==> src/rtl/rigid_body_euler_step_core_macros.svh <==
// Assertion macros shared by the euler step core.
`ifndef RIGID_BODY_EULER_STEP_CORE_MACROS_SVH
`define RIGID_BODY_EULER_STEP_CORE_MACROS_SVH

// Same-cycle implication, checked on every rising clock outside reset.
`define RBE_CHECK(name, ante, cons, msg) \
   name: assert property (@(posedge clock) disable iff (reset) (ante) |-> (cons)) \
      else $error(msg);

// Next-cycle implication.
`define RBE_NEXT(name, ante, cons, msg) \
   name: assert property (@(posedge clock) disable iff (reset) (ante) |=> (cons)) \
      else $error(msg);

`endif

==> src/rtl/rbe_pkg.sv <==
// Types, register codes and saturation helpers of the euler step core.
`timescale 1ns / 1ps
package rbe_pkg;

   localparam int SQRT_STAGES = 32;
   localparam int DIV_STAGES  = 31;

   localparam logic [2:0] REG_ENABLED        = 3'd0;
   localparam logic [2:0] REG_USE_GRAVITY    = 3'd1;
   localparam logic [2:0] REG_GRAVITY_ACCEL  = 3'd2;
   localparam logic [2:0] REG_BODY_MASS      = 3'd3;
   localparam logic [2:0] REG_MAX_XZ_SPEED   = 3'd4;
   localparam logic [2:0] REG_MAX_FALL_SPEED = 3'd5;

   localparam logic [30:0] BODY_MASS_RESET = 31'd65536;

   localparam logic signed [31:0] S32_MAX = 32'sh7fffffff;
   localparam logic signed [31:0] S32_MIN = 32'sh80000000;

   typedef struct packed {
      logic signed [31:0] accel_x;
      logic signed [31:0] accel_y;
      logic signed [31:0] accel_z;
      logic signed [31:0] vel_x;
      logic signed [31:0] vel_y;
      logic signed [31:0] vel_z;
      logic signed [31:0] pos_x;
      logic signed [31:0] pos_y;
      logic signed [31:0] pos_z;
      logic [16:0]        time_step;
   } req_type;

   typedef struct packed {
      logic signed [31:0] new_accel_y;
      logic signed [31:0] new_vel_x;
      logic signed [31:0] new_vel_y;
      logic signed [31:0] new_vel_z;
      logic signed [31:0] new_pos_x;
      logic signed [31:0] new_pos_y;
      logic signed [31:0] new_pos_z;
      logic signed [31:0] step_x;
      logic signed [31:0] step_y;
      logic signed [31:0] step_z;
   } rsp_type;

   typedef struct packed {
      logic        enabled;
      logic        use_gravity;
      logic [30:0] gravity_accel;
      logic [30:0] body_mass;
      logic [30:0] max_xz_speed;
      logic [30:0] max_fall_speed;
   } cfg_type;

   // what rides alongside the sqrt and divide pipes
   typedef struct packed {
      logic               valid;
      logic               xz_clamp;
      logic [16:0]        dt;
      logic signed [31:0] accel_y;
      logic signed [31:0] vel_x;
      logic signed [31:0] vel_y;
      logic signed [31:0] vel_z;
      logic signed [31:0] pos_x;
      logic signed [31:0] pos_y;
      logic signed [31:0] pos_z;
   } side_type;

   function automatic logic signed [31:0] sat33(input logic signed [32:0] s);
      if (s[32] != s[31]) begin
         return s[32] ? S32_MIN : S32_MAX;
      end
      return s[31:0];
   endfunction

   function automatic logic signed [31:0] sat_sum(input logic signed [31:0] a,
                                                  input logic signed [31:0] b);
      return sat33(33'(a) + 33'(b));
   endfunction

   // floor(p / 2^16) saturated to 32 bits
   function automatic logic signed [31:0] sat_q(input logic signed [49:0] p);
      logic signed [33:0] sh;
      sh = p[49:16];
      if (sh[33:31] == 3'b000 || sh[33:31] == 3'b111) begin
         return sh[31:0];
      end
      return sh[33] ? S32_MIN : S32_MAX;
   endfunction

   function automatic logic [31:0] mag32(input logic signed [31:0] a);
      return a[31] ? (~a + 32'd1) : a;
   endfunction

endpackage

==> src/rtl/rbe_skid.sv <==
// Two-word output buffer between the pipeline and the result channel.
`timescale 1ns / 1ps
module rbe_skid (
   input  logic             clock,
   input  logic             reset,
   input  logic             push,
   input  rbe_pkg::rsp_type push_data,
   output logic             full,
   output logic             rsp_valid,
   input  logic             rsp_stall,
   output rbe_pkg::rsp_type rsp_data
);

   rbe_pkg::rsp_type mem_ff [2];
   logic [1:0]       count_ff;
   logic [1:0]       count_in;
   logic             wr_ff;
   logic             rd_ff;
   logic             pop;

   assign rsp_valid = count_ff != 2'd0;
   assign full      = count_ff == 2'd2;
   assign pop       = rsp_valid && !rsp_stall;
   assign rsp_data  = mem_ff[rd_ff];
   assign count_in  = 2'(count_ff + {1'b0, push} - {1'b0, pop});

   always_ff @(posedge clock) begin
      if (reset) begin
         count_ff <= '0;
         wr_ff    <= 1'b0;
         rd_ff    <= 1'b0;
      end else begin
         count_ff <= count_in;
         if (push) begin
            wr_ff <= ~wr_ff;
         end
         if (pop) begin
            rd_ff <= ~rd_ff;
         end
      end
   end

   always_ff @(posedge clock) begin
      if (push) begin
         mem_ff[wr_ff] <= push_data;
      end
   end

endmodule

==> config.mk <==
export PLATFORM = sky130hd
export DESIGN_NAME = rbe_skid
export DESIGN_NICKNAME = d
export VERILOG_FILES = /design/src/rtl/rigid_body_euler_step_core_macros.svh /design/src/rtl/rbe_pkg.sv /design/src/rtl/rbe_skid.sv
export SDC_FILE = /design/constraint.sdc
export NUM_CORES = 1
export LEC_CHECK = 0
export ABC_AREA = 1
export BUFFER_PORTS_ARGS = -buffer_cell sky130_fd_sc_hd__buf_4
export CAP_MARGIN = 20
export CORE_UTILIZATION = 35
export CTS_CLUSTER_SIZE = 30
export DETAILED_ROUTE_END_ITERATION = 10
export HOLD_SLACK_MARGIN = 0.1
export PLACE_DENSITY = 0.61
export SYNTH_ARGS = -nofsm -noshare
export SYNTH_HDL_FRONTEND = slang
export SYNTH_SLANG_ARGS = --single-unit
==> constraint.sdc <==
create_clock -name clock -period 19.4 [get_ports clock]
set_input_delay 0.97 -clock clock [delete_from_list [all_inputs] [get_ports clock]]
set_output_delay 0.97 -clock clock [all_outputs]
set_load 0.02 [all_outputs]
; ---- Yosys cells after proc, flatten, opt, wreduce, memory -nomap -nowiden
; Memories as Yosys holds them, arrays and structs flattened. A register that Yosys moved wholly into a read port is not among the register bits.
; Index checks and enable logic that the tools add are counted.
[totals]
reg_bits = 4
ramBits = 640
output_inout_bits = 322
memories = 1
[op_classes]
add_sub_neg = 2
eq_ne = 1
n_mux = 4
n_bitwise = 2
reduce_logical = 3
[mem_list]
columns = name, words, word_bits, rd, rd_ports_with_merged_regs, write_ports, line_no
row1 = mem_ff, 2, 320, 1, 1, 1, rbe_skid.sv:14  ; rbe_pkg::rsp_type mem_ff [2];
[op_table]
columns = op, n
row1 = $mux 1, 4
row2 = $add 2x1->2, 1
row3 = $eq 2x2->1 const B, 1
row4 = $not 1->1, 2
row5 = $reduce_bool 2->1, 1
row6 = $sub 2x1->2, 1
row7 = $logic_and 1x1->1, 1
row8 = $logic_not 1->1, 1

; ---- Longest topological paths before layout
[logic_depth]
ltp_word = 4
mapped_depth = 10
ltp_nobuf = 10

; ---- Worst setup path after synthesis
; OpenSTA, ideal clock, no wires.
[synth_timing]
path_kind = input-to-reg
from = input port push
to = memory mem_ff[0][0] in the netlist's numbering (enable)
setup_ns = 1.017
arrival_time_ns = 14.373
t_required_ns = 18.383
slack_ns = 4.009
path_stages = 2
n_path_buf = 0
cell_sequence = inv_1 -> nor2_1
[synth_via]
elab_chain_cells = 2
[synth_lines]
columns = element, line_no
row1 = start: declaration, rbe_skid.sv:6  ; input logic push,
row2 = $mux 1, rbe_skid.sv:44  ; if (push) begin
row3 = $mux 1 (implied by the code), rbe_skid.sv:45  ; mem_ff[wr_ff] <= push_data;
row4 = end: declaration, rbe_skid.sv:14
; No other way between the ends.

==> results_dict.tcl <==
set metrics [dict create \
    setup_violations 0 \
    gp_congestion 0.831 \
    hold_start "rd_ff$_SDFFE_PP0P_" \
    power.leakage_nw 12.6 \
    layout_common_cells "656 x buf_4, 640 x edfxtp_1, 300 x mux2_4" \
    wl_um 56500 \
    synth_area_leaders "edfxtp_1 77%, mux2_4 18%, buf_12 2.7%, mux2_2 0.91%, dfxtp_1 0.40%" \
    p_per_area_mw_per_mm2 118 \
    cp.arrival_ns 4.61 \
    syn_area_mm2 0.0249 \
    worstPathCellList "buf_4 > buf_4 > buf_4 > mux2_4 > buf_4" \
    synthCells 1032 \
    cpMaxStageDelayCell "dfxtp_4" \
    synth_largest_area_cell "edfxtp_1" \
    switching_share_pct 26.6 \
    critPathMaxStageDelay_ns 0.96 \
    ys_types 14 \
    ctsResizeCount 0 \
    num_vias 12068 \
    cp.required_ns 18.43 \
    drv_slew 0 \
    grt_antenna_before_repair 5 \
    yosysTopAreaCellShare_pct 77.3 \
    grt-ovfl-total 0 \
    rr_startpoint "wr_ff$_SDFFE_PP0P_" \
    path_common_cell "buf_4" \
    vdd_drop_max_mv 0.0700 \
    hold_violations 0 \
    p_int_mw 2.82 \
    syn_avg_cell_area_um2 24.1 \
    detail_route.iter0.violations 598 \
    dieArea_mm2 0.0721 \
    dr.pass1.iters 5 \
    start_kind "flip-flop" \
    clk_latency_ns 0.60 \
    combPwrFrac_pct 23.9 \
    track_usage_pct 14.8 \
    syn_to_final_growth_pct 30.9 \
    ys_seq_area_share_pct 77.7 \
    layout.cells.most_common "buf_4" \
    cts_buffers 70 \
    slew_headroom_pct 28.4 \
    min_period_ns 5.58 \
    grt_max_degree 150 \
    port_buffers 645 \
    clkTransAtPathRegs_ns 0.05 \
    core-area_mm2 0.0701 \
    cts.sinks 645 \
    p_sw_mw 1.02 \
    fin_util_pct 46.4 \
    grt_pass1_wl_um 78400 \
    min_path_type "reg2reg" \
    synth_seq_cells 645 \
    start_util_pct 35.5 \
    drc 0 \
    pwr-share-seq_pct 43.1 \
    final.setup.worst_slack_ns 13.82 \
    final_nets 2052 \
    placementRows 97 \
    ys.warnings.count 0 \
    antenna_left 0 \
    maxCapViolCount 0 \
    tightest_slew_ns 1.07 \
    cts.path.max_buffers 3 \
    wl_per_cell_um 20.8 \
    die_h_um 269 \
    post_cts_buffers 0 \
    die_w_um 269 \
    grt_pass1_vias 12572 \
    hpwlAfterDp_um 39200 \
    cts_tree "built" \
    clkPwrFrac_pct 33.0 \
    syn_nets 1358 \
    htree_levels 3 \
    viasPerCell 4.43 \
    status "complete, no violations" \
    preCtsSetupSlack_ns 14.31 \
    clockRootBuffer "clkbuf_16" \
    post-route-period-util_pct 28.8 \
    layout-drive-gt1-share_pct 60.2 \
    crit_fanout 54 \
    finClkSkew_ns 0.0253 \
    crit_path_end_kind "output port" \
    worstSetupPathType "reg2out" \
    setup-tns-final_ns 0 \
    pin_count 646 \
    fmax_mhz 179 \
    cts_hold_buf 0 \
    rsz0062_at_grt "false" \
]
## logic make-up after synthesis
kind of cell | count (synthesis) | share of synthesized area, %
fa+ha+maj | 2 | 0.101
compound gates | 1 | 0.0201
mux | 320 | 19.0
buf+inv | 45 | 2.88
flops | 645 | 77.7
simple gates | 19 | 0.302
## power groups by stage
stage / sequential (mW) / clock (mW) / combinational [mW]
4_1_cts: 1.66 / 1.31 / 0.932
6_report: 1.66 / 1.27 / 0.920
2_1_floorplan: 1.69 / 0 / 0.663
3_3_place_gp: 1.68 / 0 / 0.923
5_1_grt: 1.66 / 1.36 / 0.968
3_5_place_dp: 1.69 / 0 / 0.930
## routing by layer
metal	GRT usage [%]	share of wire, %
met5	0	0.041
met4	6.07	3.1
met3	4.81	7.5
met2	25.6	52
met1	16.8	38
## state kept, by name, summed over array words and instances, names as in the netlist, named ones only
signal	count
count_ff	2
mem_ff	640
wr_ff	1
rd_ff	1
## worst paths after layout
kind	end	depth (start not counted)	slack [ns]
min reg2reg	rd_ff$_SDFFE_PP0P_	2	0.51
min	rd_ff$_SDFFE_PP0P_	2	0.51
max reg2reg	mem_ff[1][260]$_DFFE_PP_	4	15.95
max	rsp_data[251]	5	13.82
## worst max-delay path: cells and delay by family (launching register included)
kind / cells / cell delay (ns)
buf+inv: 4 / 2.56
mux: 1 / 0.36
flops: 1 / 0.96
## final cells by class
type                            instances  area (µm²)
Fill cell                            6052       37600
Sequential cell                       645       19300
Timing Repair Buffer                  658        4960
Multi-Input combinational cell        342        4840
Clock buffer                           89        1870
Tap cell                              940        1180
Clock inverter                         37         337
Inverter                                9        41.3
Antenna cell                            3        7.51
## stage by stage
step	std cells	hold slack (ns)	power, mW	area, µm²
3_3_place_gp	2593	0.484	2.61	30300
2_1_floorplan	1032	0.467	2.35	24900
4_1_cts	2720	0.489	3.90	32500
3_5_place_dp	2594	0.486	2.62	30300
5_1_grt	2723	0.506	3.99	32600
6_report	2723	0.511	3.84	32600
## cells in the mapped netlist (all sizes together)
cell type    n
nor2        10
edfxtp     640
nor3         1
ha           2
nand2        6
dfxtp        5
nand3        2
a21oi        1
inv          9
mux2       320
buf         36
Power figures use the tool's default switching activity.
