==> config.mk <==
export PLATFORM = sky130hd
export DESIGN_NAME = rbe_sqrt
export DESIGN_NICKNAME = d
export VERILOG_FILES = /design/src/rtl/rigid_body_euler_step_core_macros.svh /design/src/rtl/rbe_pkg.sv /design/src/rtl/rbe_sqrt.sv
export SDC_FILE = /design/constraint.sdc
export NUM_CORES = 2
export LEC_CHECK = 0
export ABC_CLOCK_PERIOD_IN_PS = 6800
export BUFFER_PORTS_ARGS = -buffer_cell sky130_fd_sc_hd__buf_2
export CAP_MARGIN = 10
export CORE_ASPECT_RATIO = 1.75
export CORE_MARGIN = 2
export CORE_UTILIZATION = 50
export DETAILED_ROUTE_END_ITERATION = 7
export GPL_TIMING_DRIVEN = 0
export PLACE_DENSITY = 0.65
export SYNTH_ARGS = -nofsm -noshare
export SYNTH_HDL_FRONTEND = slang
export SYNTH_SLANG_ARGS = --single-unit
==> constraint.sdc <==
create_clock -name clock -period 6.8 [get_ports clock]
set_clock_uncertainty 0.1 [all_clocks]
set_input_delay 1.02 -clock clock [delete_from_list [all_inputs] [get_ports clock]]
set_output_delay 1.02 -clock clock [all_outputs]
set_load 0.02 [all_outputs]
==> src/rtl/rigid_body_euler_step_core_macros.svh <==
// Assertion macros shared by the euler step core.
`ifndef RIGID_BODY_EULER_STEP_CORE_MACROS_SVH
`define RIGID_BODY_EULER_STEP_CORE_MACROS_SVH

// Same-cycle implication, checked on every rising clock outside reset.
`define RBE_CHECK(name, ante, cons, msg) \
   name: assert property (@(posedge clock) disable iff (reset) (ante) |-> (cons)) \
      else $error(msg);

// Next-cycle implication.
`define RBE_NEXT(name, ante, cons, msg) \
   name: assert property (@(posedge clock) disable iff (reset) (ante) |=> (cons)) \
      else $error(msg);

`endif

==> src/rtl/rbe_pkg.sv <==
// Types, register codes and saturation helpers of the euler step core.
`timescale 1ns / 1ps
package rbe_pkg;

   localparam int SQRT_STAGES = 32;
   localparam int DIV_STAGES  = 31;

   localparam logic [2:0] REG_ENABLED        = 3'd0;
   localparam logic [2:0] REG_USE_GRAVITY    = 3'd1;
   localparam logic [2:0] REG_GRAVITY_ACCEL  = 3'd2;
   localparam logic [2:0] REG_BODY_MASS      = 3'd3;
   localparam logic [2:0] REG_MAX_XZ_SPEED   = 3'd4;
   localparam logic [2:0] REG_MAX_FALL_SPEED = 3'd5;

   localparam logic [30:0] BODY_MASS_RESET = 31'd65536;

   localparam logic signed [31:0] S32_MAX = 32'sh7fffffff;
   localparam logic signed [31:0] S32_MIN = 32'sh80000000;

   typedef struct packed {
      logic signed [31:0] accel_x;
      logic signed [31:0] accel_y;
      logic signed [31:0] accel_z;
      logic signed [31:0] vel_x;
      logic signed [31:0] vel_y;
      logic signed [31:0] vel_z;
      logic signed [31:0] pos_x;
      logic signed [31:0] pos_y;
      logic signed [31:0] pos_z;
      logic [16:0]        time_step;
   } req_type;

   typedef struct packed {
      logic signed [31:0] new_accel_y;
      logic signed [31:0] new_vel_x;
      logic signed [31:0] new_vel_y;
      logic signed [31:0] new_vel_z;
      logic signed [31:0] new_pos_x;
      logic signed [31:0] new_pos_y;
      logic signed [31:0] new_pos_z;
      logic signed [31:0] step_x;
      logic signed [31:0] step_y;
      logic signed [31:0] step_z;
   } rsp_type;

   typedef struct packed {
      logic        enabled;
      logic        use_gravity;
      logic [30:0] gravity_accel;
      logic [30:0] body_mass;
      logic [30:0] max_xz_speed;
      logic [30:0] max_fall_speed;
   } cfg_type;

   // what rides alongside the sqrt and divide pipes
   typedef struct packed {
      logic               valid;
      logic               xz_clamp;
      logic [16:0]        dt;
      logic signed [31:0] accel_y;
      logic signed [31:0] vel_x;
      logic signed [31:0] vel_y;
      logic signed [31:0] vel_z;
      logic signed [31:0] pos_x;
      logic signed [31:0] pos_y;
      logic signed [31:0] pos_z;
   } side_type;

   function automatic logic signed [31:0] sat33(input logic signed [32:0] s);
      if (s[32] != s[31]) begin
         return s[32] ? S32_MIN : S32_MAX;
      end
      return s[31:0];
   endfunction

   function automatic logic signed [31:0] sat_sum(input logic signed [31:0] a,
                                                  input logic signed [31:0] b);
      return sat33(33'(a) + 33'(b));
   endfunction

   // floor(p / 2^16) saturated to 32 bits
   function automatic logic signed [31:0] sat_q(input logic signed [49:0] p);
      logic signed [33:0] sh;
      sh = p[49:16];
      if (sh[33:31] == 3'b000 || sh[33:31] == 3'b111) begin
         return sh[31:0];
      end
      return sh[33] ? S32_MIN : S32_MAX;
   endfunction

   function automatic logic [31:0] mag32(input logic signed [31:0] a);
      return a[31] ? (~a + 32'd1) : a;
   endfunction

endpackage

==> src/rtl/rbe_sqrt.sv <==
// Pipelined integer square root, one root bit per stage.
`timescale 1ns / 1ps
module rbe_sqrt (
   input  logic        clock,
   input  logic        en,
   input  logic [63:0] rad,
   output logic [31:0] root
);

   logic [31:0] rem_ff  [rbe_pkg::SQRT_STAGES];
   logic [31:0] root_ff [rbe_pkg::SQRT_STAGES];
   logic [63:0] rad_ff  [rbe_pkg::SQRT_STAGES];

   for (genvar k = 0; k < rbe_pkg::SQRT_STAGES; k++) begin : g_stage
      logic [31:0] rem_p;
      logic [31:0] root_p;
      logic [63:0] rad_p;
      logic [33:0] rem_sh;
      logic [33:0] trial;
      logic        ge;

      if (k == 0) begin : g_first
         assign rem_p  = '0;
         assign root_p = '0;
         assign rad_p  = rad;
      end else begin : g_next
         assign rem_p  = rem_ff[k-1];
         assign root_p = root_ff[k-1];
         assign rad_p  = rad_ff[k-1];
      end

      assign rem_sh = {rem_p, rad_p[63:62]};
      assign trial  = {root_p, 2'b01};
      assign ge     = rem_sh >= trial;

      // remainder stays within twice the partial root, so 32 bits hold it
      always_ff @(posedge clock) begin
         if (en) begin
            rem_ff[k]  <= ge ? 32'(rem_sh - trial) : rem_sh[31:0];
            root_ff[k] <= {root_p[30:0], ge};
            rad_ff[k]  <= {rad_p[61:0], 2'b00};
         end
      end
   end

   assign root = root_ff[rbe_pkg::SQRT_STAGES-1];

endmodule

# Word level (Yosys, flattened, before mapping)

Memories as Yosys holds them, arrays and structs flattened.
Cells that the tools add are included.
Widths: inputs -> output; s select.

Logic and storage cells: 101
Bits in read-only memories: 0
Flip-flop bits (word level): 0
Memories: 3
Bits in latches: 0
Output and inout bits: 32
Memory bits (writable): 4032
Bits of input ports: 66

Memory list:

| name    | depth | width | rd ports | clocked after Yosys merged registers in | wr ports | line           | text |
|---|---|---|---|---|---|---|---|
| rad_ff  | 32    | 62    | 31       | 0                                       | 32       | rbe_sqrt.sv:12 | `logic [63:0] rad_ff [rbe_pkg::SQRT_STAGES];` |
| rem_ff  | 32    | 32    | 31       | 0                                       | 32       | rbe_sqrt.sv:10 | `logic [31:0] rem_ff [rbe_pkg::SQRT_STAGES];` |
| root_ff | 32    | 32    | 32       | 0                                       | 32       | rbe_sqrt.sv:11 | `logic [31:0] root_ff [rbe_pkg::SQRT_STAGES];` |

$lt $le $gt $ge: 32
Reduce and logical (&&, ||, !) cells: 0
Mux-type cells: 34
$mul: 0
Bitwise operators: 0
$add $sub $neg: 32
Div/mod/pow operators: 0
Shift operators: 0
Equality and inequality tests: 0

Operators by type and width:

| operator            | number |
|---|---|
| $ge 34x34->1        | 31 |
| $mux 32             | 32 |
| $sub 32x32->32      | 31 |
| $sub 2x1->3 const B | 1 |
| $ge 2x1->1 const B  | 1 |
| $mux 1              | 2 |

# Logic depth before layout (Yosys ltp)

An unclocked memory read counts as a cell.

Word-level depth: 3
Mapped depth: 15
Mapped depth without buffers: 12

# Least setup slack after synthesis

Ideal clock, no wire load.

Path type: register to register
Start point: memory rem_ff[23][2]
End point: memory rem_ff[24][14], data pin
Period minus slack after synthesis: 3.497 ns
Buffers on the path: 2
Data arrival time: 3.137 ns
Setup time: 0.260 ns
Cell stages (with the launch flop): 11
Path slack: 3.303 ns
Required time: 6.440 ns
Cells stage by stage: edfxtp_1 -> ha_1 -> or4_1 -> o22ai_1 -> o21ai_1 -> o41ai_1 -> o21ai_0 -> or2_1 -> clkbuf_1 -> buf_2 -> mux2_2

RTL lines:

| item        | line |
|---|---|
| from (decl) | rbe_sqrt.sv:10 |

==> impl_metrics.csv <==
group,metric,value,unit
grt,grtUsageTotal,22.50,%
cts,clock_sinks,2466,
synthesis,synth_area_leaders,"edfxtp_1, ha_1, xnor2_1",
cells_and_area,final_cells,12396,
cts,cts_setup_buffers,0,
floorplan,fp-row-count,232,
synthesis,async_reset_ff_share,0,%
critical_path,r2r_slack,0.89,ns
critical_path,regToRegStartpoint,"root_ff[25][17]",
synthesis,synthCells,8819,
synthesis,ys_seq_area_share,64.74,%
place,dpl.hpwl,198500,µm
synthesis,ys_types,84,
place,dp_slack,0.8616,ns
grt,grt_overflow,0,
cells_and_area,area_growth,10.87,%
critical_path,worstSetupStartpoint,"root_ff[25][17]",
cells_and_area,drive_gt1_share,6.759,%
synthesis,synth_most_common_cell,"edfxtp_1",
run,maxCapViolations,0,
floorplan,dieArea,232700,µm²
synthesis,yosysWarnings,0,
run_status,status,"complete, no violations",
power_and_ir_drop,power_density,343.9,nW/µm²
synthesis,synth-edff-count,2466,
critical_path,crit_type,"flop to flop",
synthesis,synth_top_cell_by_area,"edfxtp_1",
drt,vias,68875,
critical_path,endpoint_kind,"flop",
grt,antenna_found_initial,8,
cells_and_area,design_area,126800,µm²
drt,wl_per_cell,21.23,µm
floorplan,die_y,636.7,µm
cells_and_area,final_core_util,55.65,%
drt,dr.pass1.iters,6,
synthesis,synthTopCellsByCount,"edfxtp_1, inv_1, a21oi_1",
grt,grt_pass1_vias,71030,
place,placed_cell_area,119100,µm²
critical_path,critPathArrivalTime,6.31,ns
sta,maxSlewHeadroom,10.26,%
synthesis,synth_ff_type,"edfxtp_1",
drt,final_antenna_net_count,0,
sta,slew_viol_final,0,
critical_path,cp-endpoint,"rem_ff[26][16]",
sta,timing.fmax,169.2,MHz
cells_and_area,nets,9792,
power_and_ir_drop,ir_worst_vdd,282.7,µV
cts,clk_pin_slew,0.07,ns
sta,rsz0062_at_grt,"false",
cts,cts_made_buffers,228,
place,gp_congestion,0.9474,
sta,min_period,5.910,ns
critical_path,path_max_fanout,10,
cts,cts_tree,"done",
synthesis,synth_top_cell_area_share,64.74,%
cts,clock_latency,0.91,ns
critical_path,start_kind,"flop",
cts,ctsHoldBuffers,0,
drt,via_per_inst,5.556,
cts,clk_path_buf_depth,4,
synthesis,synth_area,114400,µm²
cts,root_buffer,"clkbuf_16",
place,io_buffers,97,
drt,drc,0,
power_and_ir_drop,leakagePower,48.27,nW
sta,whs,0.1847,ns
sta,worst_slack,0.8898,ns
sta,fin_crit_sh,86.91,%
worst_hold_path,hold_class,"input pin to flop",
synthesis,avgSynthCellArea,12.97,µm²
sta,finalSetupTns,0,ns
cells_and_area,nFillCells,18514,
sta,tightestPinTransition,1.332,ns
floorplan,dieWidth,365.6,µm
critical_path,r2r_cells,15,
critical_path,cp.required,7.20,ns
cts,h-tree-depth,4,
place,dp.cells,11974,
grt,grt_pass1_wl,398700,µm
synthesis,ys_ff_latch,2466,
sta,finalSetupViolCount,0,
floorplan,ios,98,
drt,drt_wl_total,263100,µm
power_and_ir_drop,total_power,43.61,mW
cts,post_cts_resized,0,
grt,grt_max_degree,193,
synthesis,syn_nets,9446,
sta,finalHoldViolations,0,
floorplan,core-area,227900,µm²
floorplan,start_util,50.19,%
drt,drt_iter0_drc,3919,
critical_path,reg2reg_to,"rem_ff[26][16]",
-- cells by family (layout without fill, tap and decap cells) --
kind of cell | Yosys count | in the layout | share of synthesized area, %
buffers and inverters | 857 | 1388 | 2.817
AND/OR/NAND/NOR | 2271 | 2271 | 9.773
multiplexers | 107 | 107 | 1.037
AO/OA/AOI/OAI | 1773 | 1773 | 9.495
flip-flops | 2466 | 2466 | 64.74
XOR/XNOR | 783 | 783 | 5.996
other | 1 | 5 | 0.003279
adder cells (fa/ha/maj) | 561 | 561 | 6.137
-- cell usage in the layout, fill, tap and decap left out, types with 51 or more instances in the layout --
cell,n
a21oi_1,633
or3_1,93
xor2_1,370
inv_1,696
nand3_1,147
nand2b_1,105
a31oi_1,59
o31ai_1,51
clkbuf_16,231
mux2_2,92
o21ai_0,412
ha_1,561
clkbuf_1,162
nor4_1,102
nand2_1,542
xnor2_1,413
buf_2,101
a21o_1,200
edfxtp_1,2466
or4_1,60
nor2b_1,78
nand4_1,119
o21a_1,79
nor3_1,202
a211oi_1,53
nor2_1,615
-- state kept, by name (all words and copies together), names as in the netlist --
name / flops
root_ff: 528
rem_ff: 946
rad_ff: 992
-- final cells by class --
type                            instances  area [µm²]  area share, %
Antenna cell                            4       10.01       0.007893
Buffer                                157       594.3         0.4687
Clock buffer                          258        5882          4.638
Clock inverter                        157        1812          1.429
Inverter                              700        2628          2.072
Multi-Input combinational cell       5496       37110          29.26
Sequential cell                      2466       74050          58.40
Tap cell                             3042        3806          3.001
Timing Repair Buffer                  116       922.1         0.7272
-- routing by layer --
layer	up-vias	wire length, µm	track usage, %
met1	33286	85340	20.71
met5	-	7	0
met4	2	21290	16.02
li1	33334	-	-
met2	1539	148600	44.47
met3	714	7894	2.538
-- worst min-delay path by stage --
stage	start	to	slack, ns	depth (start not counted)
after global placement	rad_ff[9][38]	rad_ff[10][40]	0.30	0
final	rad[47]	rad_ff[0][47]	0.18	1
after floorplan	rad_ff[9][18]	rad_ff[10][20]	0.30	0
after CTS	rad[24]	rad_ff[0][24]	0.10	1
after detailed placement	rad_ff[9][38]	rad_ff[10][40]	0.30	0
after global routing	rad[0]	rad_ff[0][0]	0.12	1
-- worst max-delay path: stages (launching register included) --
cell	delay [ns]
edfxtp_1	0.45
inv_1	0.07
ha_1	0.27
clkbuf_1	0.31
nand4_1	0.39
nor4_1	0.70
nand3_1	0.33
nand2_1	0.16
o2111ai_1	0.12
and3_1	0.22
nor2b_1	0.12
clkbuf_1	0.33
inv_1	0.18
clkbuf_1	0.67
buf_1	0.73
a21oi_1	0.39
-- power by group --
group	internal, mW	total, mW	switching (mW)
clock	7.57	13.2	5.63
combinational	3.92	9.72	5.80
sequential	19.3	20.7	1.37
total	30.8	43.6	12.8
No activity file was read; power rests on OpenSTA's default activity.
