===== config.mk =====
export PLATFORM = sky130hd
export DESIGN_NAME = rbe_div
export DESIGN_NICKNAME = d
export VERILOG_FILES = /design/src/rtl/rigid_body_euler_step_core_macros.svh /design/src/rtl/rbe_pkg.sv /design/src/rtl/rbe_div.sv
export SDC_FILE = /design/constraint.sdc
export NUM_CORES = 2
export LEC_CHECK = 0
export BUFFER_PORTS_ARGS = -buffer_cell sky130_fd_sc_hd__buf_2
export CAP_MARGIN = 20
export CORE_MARGIN = 2
export CORE_UTILIZATION = 55
export DETAILED_ROUTE_END_ITERATION = 16
export HOLD_SLACK_MARGIN = 0.15
export PLACE_DENSITY_LB_ADDON = 0.15
export SYNTH_ARGS = -nofsm -noshare
export SYNTH_HDL_FRONTEND = slang
export SYNTH_SLANG_ARGS = --single-unit

===== constraint.sdc =====
create_clock -name clock -period 3.7 [get_ports clock]
set_clock_uncertainty 0.05 [all_clocks]
set_input_delay 0.185 -clock clock [delete_from_list [all_inputs] [get_ports clock]]
set_output_delay 0.185 -clock clock [all_outputs]
set_load 0.005 [all_outputs]

===== src/rtl/rigid_body_euler_step_core_macros.svh =====
// Assertion macros shared by the euler step core.
`ifndef RIGID_BODY_EULER_STEP_CORE_MACROS_SVH
`define RIGID_BODY_EULER_STEP_CORE_MACROS_SVH

// Same-cycle implication, checked on every rising clock outside reset.
`define RBE_CHECK(name, ante, cons, msg) \
   name: assert property (@(posedge clock) disable iff (reset) (ante) |-> (cons)) \
      else $error(msg);

// Next-cycle implication.
`define RBE_NEXT(name, ante, cons, msg) \
   name: assert property (@(posedge clock) disable iff (reset) (ante) |=> (cons)) \
      else $error(msg);

`endif


===== src/rtl/rbe_pkg.sv =====
// Types, register codes and saturation helpers of the euler step core.
`timescale 1ns / 1ps
package rbe_pkg;

   localparam int SQRT_STAGES = 32;
   localparam int DIV_STAGES  = 31;

   localparam logic [2:0] REG_ENABLED        = 3'd0;
   localparam logic [2:0] REG_USE_GRAVITY    = 3'd1;
   localparam logic [2:0] REG_GRAVITY_ACCEL  = 3'd2;
   localparam logic [2:0] REG_BODY_MASS      = 3'd3;
   localparam logic [2:0] REG_MAX_XZ_SPEED   = 3'd4;
   localparam logic [2:0] REG_MAX_FALL_SPEED = 3'd5;

   localparam logic [30:0] BODY_MASS_RESET = 31'd65536;

   localparam logic signed [31:0] S32_MAX = 32'sh7fffffff;
   localparam logic signed [31:0] S32_MIN = 32'sh80000000;

   typedef struct packed {
      logic signed [31:0] accel_x;
      logic signed [31:0] accel_y;
      logic signed [31:0] accel_z;
      logic signed [31:0] vel_x;
      logic signed [31:0] vel_y;
      logic signed [31:0] vel_z;
      logic signed [31:0] pos_x;
      logic signed [31:0] pos_y;
      logic signed [31:0] pos_z;
      logic [16:0]        time_step;
   } req_type;

   typedef struct packed {
      logic signed [31:0] new_accel_y;
      logic signed [31:0] new_vel_x;
      logic signed [31:0] new_vel_y;
      logic signed [31:0] new_vel_z;
      logic signed [31:0] new_pos_x;
      logic signed [31:0] new_pos_y;
      logic signed [31:0] new_pos_z;
      logic signed [31:0] step_x;
      logic signed [31:0] step_y;
      logic signed [31:0] step_z;
   } rsp_type;

   typedef struct packed {
      logic        enabled;
      logic        use_gravity;
      logic [30:0] gravity_accel;
      logic [30:0] body_mass;
      logic [30:0] max_xz_speed;
      logic [30:0] max_fall_speed;
   } cfg_type;

   // what rides alongside the sqrt and divide pipes
   typedef struct packed {
      logic               valid;
      logic               xz_clamp;
      logic [16:0]        dt;
      logic signed [31:0] accel_y;
      logic signed [31:0] vel_x;
      logic signed [31:0] vel_y;
      logic signed [31:0] vel_z;
      logic signed [31:0] pos_x;
      logic signed [31:0] pos_y;
      logic signed [31:0] pos_z;
   } side_type;

   function automatic logic signed [31:0] sat33(input logic signed [32:0] s);
      if (s[32] != s[31]) begin
         return s[32] ? S32_MIN : S32_MAX;
      end
      return s[31:0];
   endfunction

   function automatic logic signed [31:0] sat_sum(input logic signed [31:0] a,
                                                  input logic signed [31:0] b);
      return sat33(33'(a) + 33'(b));
   endfunction

   // floor(p / 2^16) saturated to 32 bits
   function automatic logic signed [31:0] sat_q(input logic signed [49:0] p);
      logic signed [33:0] sh;
      sh = p[49:16];
      if (sh[33:31] == 3'b000 || sh[33:31] == 3'b111) begin
         return sh[31:0];
      end
      return sh[33] ? S32_MIN : S32_MAX;
   endfunction

   function automatic logic [31:0] mag32(input logic signed [31:0] a);
      return a[31] ? (~a + 32'd1) : a;
   endfunction

endpackage


===== src/rtl/rbe_div.sv =====
// Pipelined restoring divider, quotient known to fit 31 bits.
`timescale 1ns / 1ps
module rbe_div (
   input  logic        clock,
   input  logic        en,
   input  logic [61:0] num,
   input  logic [31:0] den,
   output logic [30:0] quo
);

   logic [31:0] rem_ff [rbe_pkg::DIV_STAGES];
   logic [30:0] low_ff [rbe_pkg::DIV_STAGES];
   logic [30:0] q_ff   [rbe_pkg::DIV_STAGES];
   logic [31:0] den_ff [rbe_pkg::DIV_STAGES];

   for (genvar k = 0; k < rbe_pkg::DIV_STAGES; k++) begin : g_stage
      logic [31:0] rem_p;
      logic [30:0] low_p;
      logic [30:0] q_p;
      logic [31:0] den_p;
      logic [32:0] rem_sh;
      logic        ge;

      // upper dividend bits are already below the divisor
      if (k == 0) begin : g_first
         assign rem_p = {1'b0, num[61:31]};
         assign low_p = num[30:0];
         assign q_p   = '0;
         assign den_p = den;
      end else begin : g_next
         assign rem_p = rem_ff[k-1];
         assign low_p = low_ff[k-1];
         assign q_p   = q_ff[k-1];
         assign den_p = den_ff[k-1];
      end

      assign rem_sh = {rem_p, low_p[30]};
      assign ge     = rem_sh >= {1'b0, den_p};

      always_ff @(posedge clock) begin
         if (en) begin
            rem_ff[k] <= ge ? 32'(rem_sh - {1'b0, den_p}) : rem_sh[31:0];
            low_ff[k] <= {low_p[29:0], 1'b0};
            q_ff[k]   <= {q_p[29:0], ge};
            den_ff[k] <= den_p;
         end
      end
   end

   assign quo = q_ff[rbe_pkg::DIV_STAGES-1];

endmodule


[After elaboration in Yosys (flattened, before gate mapping)]
Memory sizes are Yosys's and may differ from the RTL's.
Cells that the tools add are included.
Operators by class
  reductions and logical operators: 0
  shifts and indexed selects: 0
  order comparisons: 31
  div/mod/pow operators: 0
  eq/ne operators: 0
  add/sub/neg operators: 31
  bitwise operators: 0
  $mul: 0
  muxes and demuxes: 33
Operators by type and width (number)
  32-bit 2-to-1 mux: 31
  32-bit subtractor: 31
  33-bit by 32-bit greater-or-equal comparator with 1-bit output: 30
  32-bit greater-or-equal comparator: 1
  1-bit 2-to-1 mux: 2
Storage, ports and cells
  bits in registers: 0
  bits of input ports: 96
  logic and storage cells: 99
  memories: 4
  memory bits (read-only): 0
  output and inout port bits: 31
  RAM bits: 3875
  latch bits: 0
Memories
  den_ff: words 31, width 32, rd ports 30, clocked after Yosys merged registers in 0, write ports 31, RTL line rbe_div.sv:14  | logic [31:0] den_ff [rbe_pkg::DIV_STAGES];
  rem_ff: words 31, width 32, rd ports 30, clocked after Yosys merged registers in 0, write ports 31, RTL line rbe_div.sv:11  | logic [31:0] rem_ff [rbe_pkg::DIV_STAGES];
  q_ff: words 31, width 31, rd ports 31, clocked after Yosys merged registers in 0, write ports 31, RTL line rbe_div.sv:13  | logic [30:0] q_ff [rbe_pkg::DIV_STAGES];
  low_ff: words 31, width 30, rd ports 30, clocked after Yosys merged registers in 0, write ports 31, RTL line rbe_div.sv:12  | logic [30:0] low_ff [rbe_pkg::DIV_STAGES];

[Depth between registers and ports, before layout]
An unclocked memory read counts as a cell.
  depth in word-level cells: 3
  gate-level depth with buffers: 16

[Worst setup path before layout]
No wires, ideal clock.
  kind: reg2reg
  start: memory den_ff[11][1] (netlist: den_ff[0][353])
  end: memory rem_ff[12][24] (netlist: rem_ff[0][408]) (data pin)
  data required time: 3.388 ns
  period minus slack after synthesis: 3.748 ns
  cell stages (with the launch flop): 15
  path slack: -0.048 ns
  data arrival time: 3.436 ns
  cell sequence: edfxtp_1 -> inv_1 -> ha_1 -> nor2b_1 -> o31a_1 -> o31ai_1 -> a21oi_1 -> a221oi_2 -> o2111a_1 -> nor2_1 -> o21ai_1 -> a21oi_1 -> a2111oi_4 -> buf_6 -> mux2_1
RTL lines (RTL line)
  start: declaration: rbe_div.sv:14
  end: declaration: rbe_div.sv:11

==> impl_metrics.toml <==
[clocking]
clkSlewWorstSetupHoldPaths_ns = 0.06
cts-htree-levels = 5
tritoncts_clock_tree = "built"
clk_path_buf_depth = 4
tritoncts.num_buffers = 313
clock-root-buffer = "sky130_fd_sc_hd__clkbuf_16"
worstSkewPairLatency_ns = 0.92
clock_sink_count = 2881

[yosys]
synth_async_reset_ratio_pct = 0
synth_compound_gate_area_share_pct = 13.03
ys.warnings.count = 0
synth_top_family_by_area = "compound AO/OA/AOI/OAI gates"
post_synth_mux_area_share_pct = 4.078
synthesis.instances = 12330
post_synth_design_cell_area_um2 = 149900
post_synth.cell_area_avg_um2 = 12.16
post_synth_adder_cell_area_pct = 8.683
netlist-cell-type-count = 96
synth_enable_flop_cells = 2881
synth_xor_area_share_pct = 4.769
seq_area_frac_synth_pct = 57.73
synth_area_in_simple_gates_pct = 7.744
synth_nets = 13440
ys.flop_type = "sky130_fd_sc_hd__edfxtp_1"
synth.ff_latch_count = 2881

[placed_design]
preCtsSetupSlack_ns = -0.3965
gp_routability_congestion = 0.9435
dpl.cell_count = 16630
dp.final_hpwl_um = 267300
io_buffer_count = 126

[power]
p_clk_share_pct = 18.9
powerDensity_nw_per_um2 = 909.8
power.static_leakage_nw = 74.12
combPwrFrac_pct = 48.6
p_int_mw = 103.7
total_switching_power_mw = 58.94
max-vdd-ir-drop_mv = 0.6967
sw_frac_of_total_pct = 36.25
totalPowerFinal_mw = 162.6
seq_power_share_pct = 32.4

[job]
max-cap-violations = 0

[global_routing]
grt_first_pass_wirelength_um = 562400
grt_util_all_layers_pct = 25.74
grt_remaining_overflow = 0
pin_count_of_the_biggest_net_entering_global_routing = 139
number_of_global_route_vias_before_repair = 100200
grt_antenna_before_repair = 8

[critical_path]
endpoint_kind = "flip-flop"
worstSetupStartpointType = "flip-flop"
critPathRequiredTime_ns = 4.29
timing_worst_setup_path_type = "flip-flop to flip-flop"
worst-endpoint-arrival_ns = 4.58
r2r_slack_ns = -0.29
cell_depth_of_the_worst_flop_to_flop_path = 15
crit_fanout = 7

[cells_and_area]
drive_above_1_share_pct = 18.68
synthToLayoutAreaGrowth_pct = 19.27
layout.nets = 14910
post_layout_nonfiller_instances = 17610
final_core_utilization_pct = 65.95

[floorplan]
start_util_pct = 55.30
die_area_um2 = 276700
io-pin-count = 127
floorplan.rows = 191
die_w_um = 526.0
dieHeight_um = 526.0
design.core.area_um2 = 271000

[sta]
timing_max_transition_violations_final = 0
finalCritPeriodShare_pct = 107.9
final-setup-viol-count = 173
slew_limit_headroom_pct = 41.84
timing.fmax_mhz = 250.6
grt_setup_unrepaired = "true"
period_needed_ns = 3.991
post-route-worst-setup-slack_ns = -0.2911
finalHoldViolCount = 0
measured_slew_at_the_worst_slew_check_pin_ns = 0.8504
whs_ns = 0.2384

[outcome]
failed_checks = "setup timing"
status = "finished, violations left"

[detailed_routing]
route.detailed.vias_per_inst = 5.755
detail_route.drc_violations = 0
routed_wire_length_per_instance_um = 21.00
antenna_violation_net_count_after_detailed_routing = 0
routed-via-count = 101300
drt-initial-drc-count = 7842
detailedRoute.firstPassIterationCount = 8
route.final.wire_length_um = 369800

[worst_hold_path]
hold_depth = 4
hold_path.class = "input port to flip-flop"
[worst paths after layout]
| kind | end | startpoint |
|---|---|---|
| setup / recovery | rem_ff[0][475] | den_ff[0][426] |
| hold / removal | rem_ff[0][28] | num[58] |
| setup reg to reg | rem_ff[0][475] | den_ff[0][426] |
| hold reg to reg | low_ff[0][327] | low_ff[0][296] |
[synth_stat cells, drive strengths merged (237+ instances only)]
cell / number / area [um^2]
nor2: 569 / 2136
ha: 992 / 12410
mux2: 501 / 5642
o21ai: 728 / 3651
clkbuf: 237 / 889.6
a21oi: 912 / 4568
a21o: 578 / 4339
edfxtp: 2881 / 86510
xnor2: 506 / 4432
inv: 1269 / 4763
xor2: 310 / 2715
nand2: 747 / 2804
[registers in the layout (all words and copies together) (netlist names)]
register  cells
rem_ff      960
low_ff      465
den_ff      960
q_ff        496
[stage by stage]
step           setup TNS, ns  area [um^2]
4_1_cts               -13.74       175800
2_1_floorplan              0       149900
5_1_grt               -48.90       178700
6_report              -19.11       178700
3_3_place_gp          -38.45       161500
3_5_place_dp          -63.91       161500
[cell families after synthesis]
logic type                 Yosys count
and+or+nand+nor                   2413
muxes                              548
AOI/OAI and AO/OA                 3090
xor gates and xnor gates           816
adders and majority gates         1022
DFF                               2881
buffers and inverters             1555
[timing repair]
item,CTS,global route
gates cloned,20,18
pin swaps,78,195
endpoints found under the hold margin,981,0
endpoints found under the setup margin,542,845
gates resized for setup,289,427
setup buffers,77,125
hold buffers,200,0
[power groups by stage]
stage	combinational [mW]	sequential [mW]	clock, mW
floorplan	49.0	50.0	0
global placement	68.2	53.3	0
detailed placement	69.7	53.3	0
CTS	74.6	52.8	31.5
global route	86.3	53.3	32.7
finish	79.1	52.8	30.8
[worst max-delay path: stages, from the launching register on]
cell,delay (ns)
sky130_fd_sc_hd__edfxtp_1,0.43
sky130_fd_sc_hd__inv_2,0.10
sky130_fd_sc_hd__ha_4,0.20
sky130_fd_sc_hd__a21o_1,0.16
sky130_fd_sc_hd__a21o_1,0.17
sky130_fd_sc_hd__a21oi_2,0.17
sky130_fd_sc_hd__o32ai_2,0.12
sky130_fd_sc_hd__o31ai_2,0.27
sky130_fd_sc_hd__nand2b_1,0.14
sky130_fd_sc_hd__a221o_1,0.36
sky130_fd_sc_hd__a31o_1,0.27
sky130_fd_sc_hd__a211o_1,0.31
sky130_fd_sc_hd__a311oi_4,0.33
sky130_fd_sc_hd__buf_6,0.19
sky130_fd_sc_hd__buf_12,0.15
sky130_fd_sc_hd__mux2_4,0.30
[cell usage in the layout (no fill, tap or decap), types with 34 or more instances in the layout]
cell / Yosys / routed
sky130_fd_sc_hd__o21a_1: 135 / 130
sky130_fd_sc_hd__clkinv_2: 0 / 56
sky130_fd_sc_hd__a21oi_1: 911 / 855
sky130_fd_sc_hd__nor2_1: 569 / 553
sky130_fd_sc_hd__a31oi_1: 109 / 82
sky130_fd_sc_hd__or3_1: 37 / 35
sky130_fd_sc_hd__o21bai_1: 111 / 109
sky130_fd_sc_hd__mux2_2: 449 / 345
sky130_fd_sc_hd__clkinv_1: 0 / 49
sky130_fd_sc_hd__nor3_1: 116 / 113
sky130_fd_sc_hd__clkbuf_16: 0 / 333
sky130_fd_sc_hd__o21ai_1: 16 / 48
sky130_fd_sc_hd__a21oi_2: 1 / 50
sky130_fd_sc_hd__buf_4: 10 / 963
sky130_fd_sc_hd__nand2_1: 747 / 744
sky130_fd_sc_hd__or2_2: 34 / 34
sky130_fd_sc_hd__buf_12: 0 / 78
sky130_fd_sc_hd__a211oi_1: 64 / 50
sky130_fd_sc_hd__edfxtp_1: 2881 / 2881
sky130_fd_sc_hd__buf_2: 23 / 125
sky130_fd_sc_hd__and3_1: 108 / 106
sky130_fd_sc_hd__mux2_4: 0 / 156
sky130_fd_sc_hd__a21o_1: 578 / 578
sky130_fd_sc_hd__mux2i_1: 47 / 44
sky130_fd_sc_hd__nand4_1: 150 / 150
sky130_fd_sc_hd__and2_1: 45 / 44
sky130_fd_sc_hd__o31ai_1: 65 / 50
sky130_fd_sc_hd__xnor2_1: 506 / 505
sky130_fd_sc_hd__nand2b_1: 123 / 122
sky130_fd_sc_hd__nor4_1: 41 / 36
sky130_fd_sc_hd__inv_1: 1269 / 1248
sky130_fd_sc_hd__nor2b_1: 147 / 136
sky130_fd_sc_hd__o211ai_1: 45 / 45
sky130_fd_sc_hd__ha_1: 992 / 947
sky130_fd_sc_hd__clkbuf_1: 237 / 55
sky130_fd_sc_hd__dlygate4sd3_1: 0 / 200
sky130_fd_sc_hd__nand3_1: 204 / 201
sky130_fd_sc_hd__o21ai_0: 710 / 644
sky130_fd_sc_hd__xor2_1: 310 / 310
[layer usage]
layer | global-route usage (%) | vias up | wire, um
met5 | 0 | - | 0
met4 | 9.480 | 0 | 14860
met3 | 2.738 | 775 | 16120
met2 | 45.58 | 2771 | 186400
met1 | 32.54 | 49370 | 152400
li1 | - | 48410 | -
[cell type report]
class,count,area [um^2]
fill,20030,92260
antenna,8,20.02
inverter,1269,4766
clock inverter,182,1909
multi-input combinational,7889,60270
tap,3570,4467
sequential,2881,86510
clock buffer,372,8139
timing repair buffer,1434,12650
Note: power is estimated with default switching activity, not from simulation.
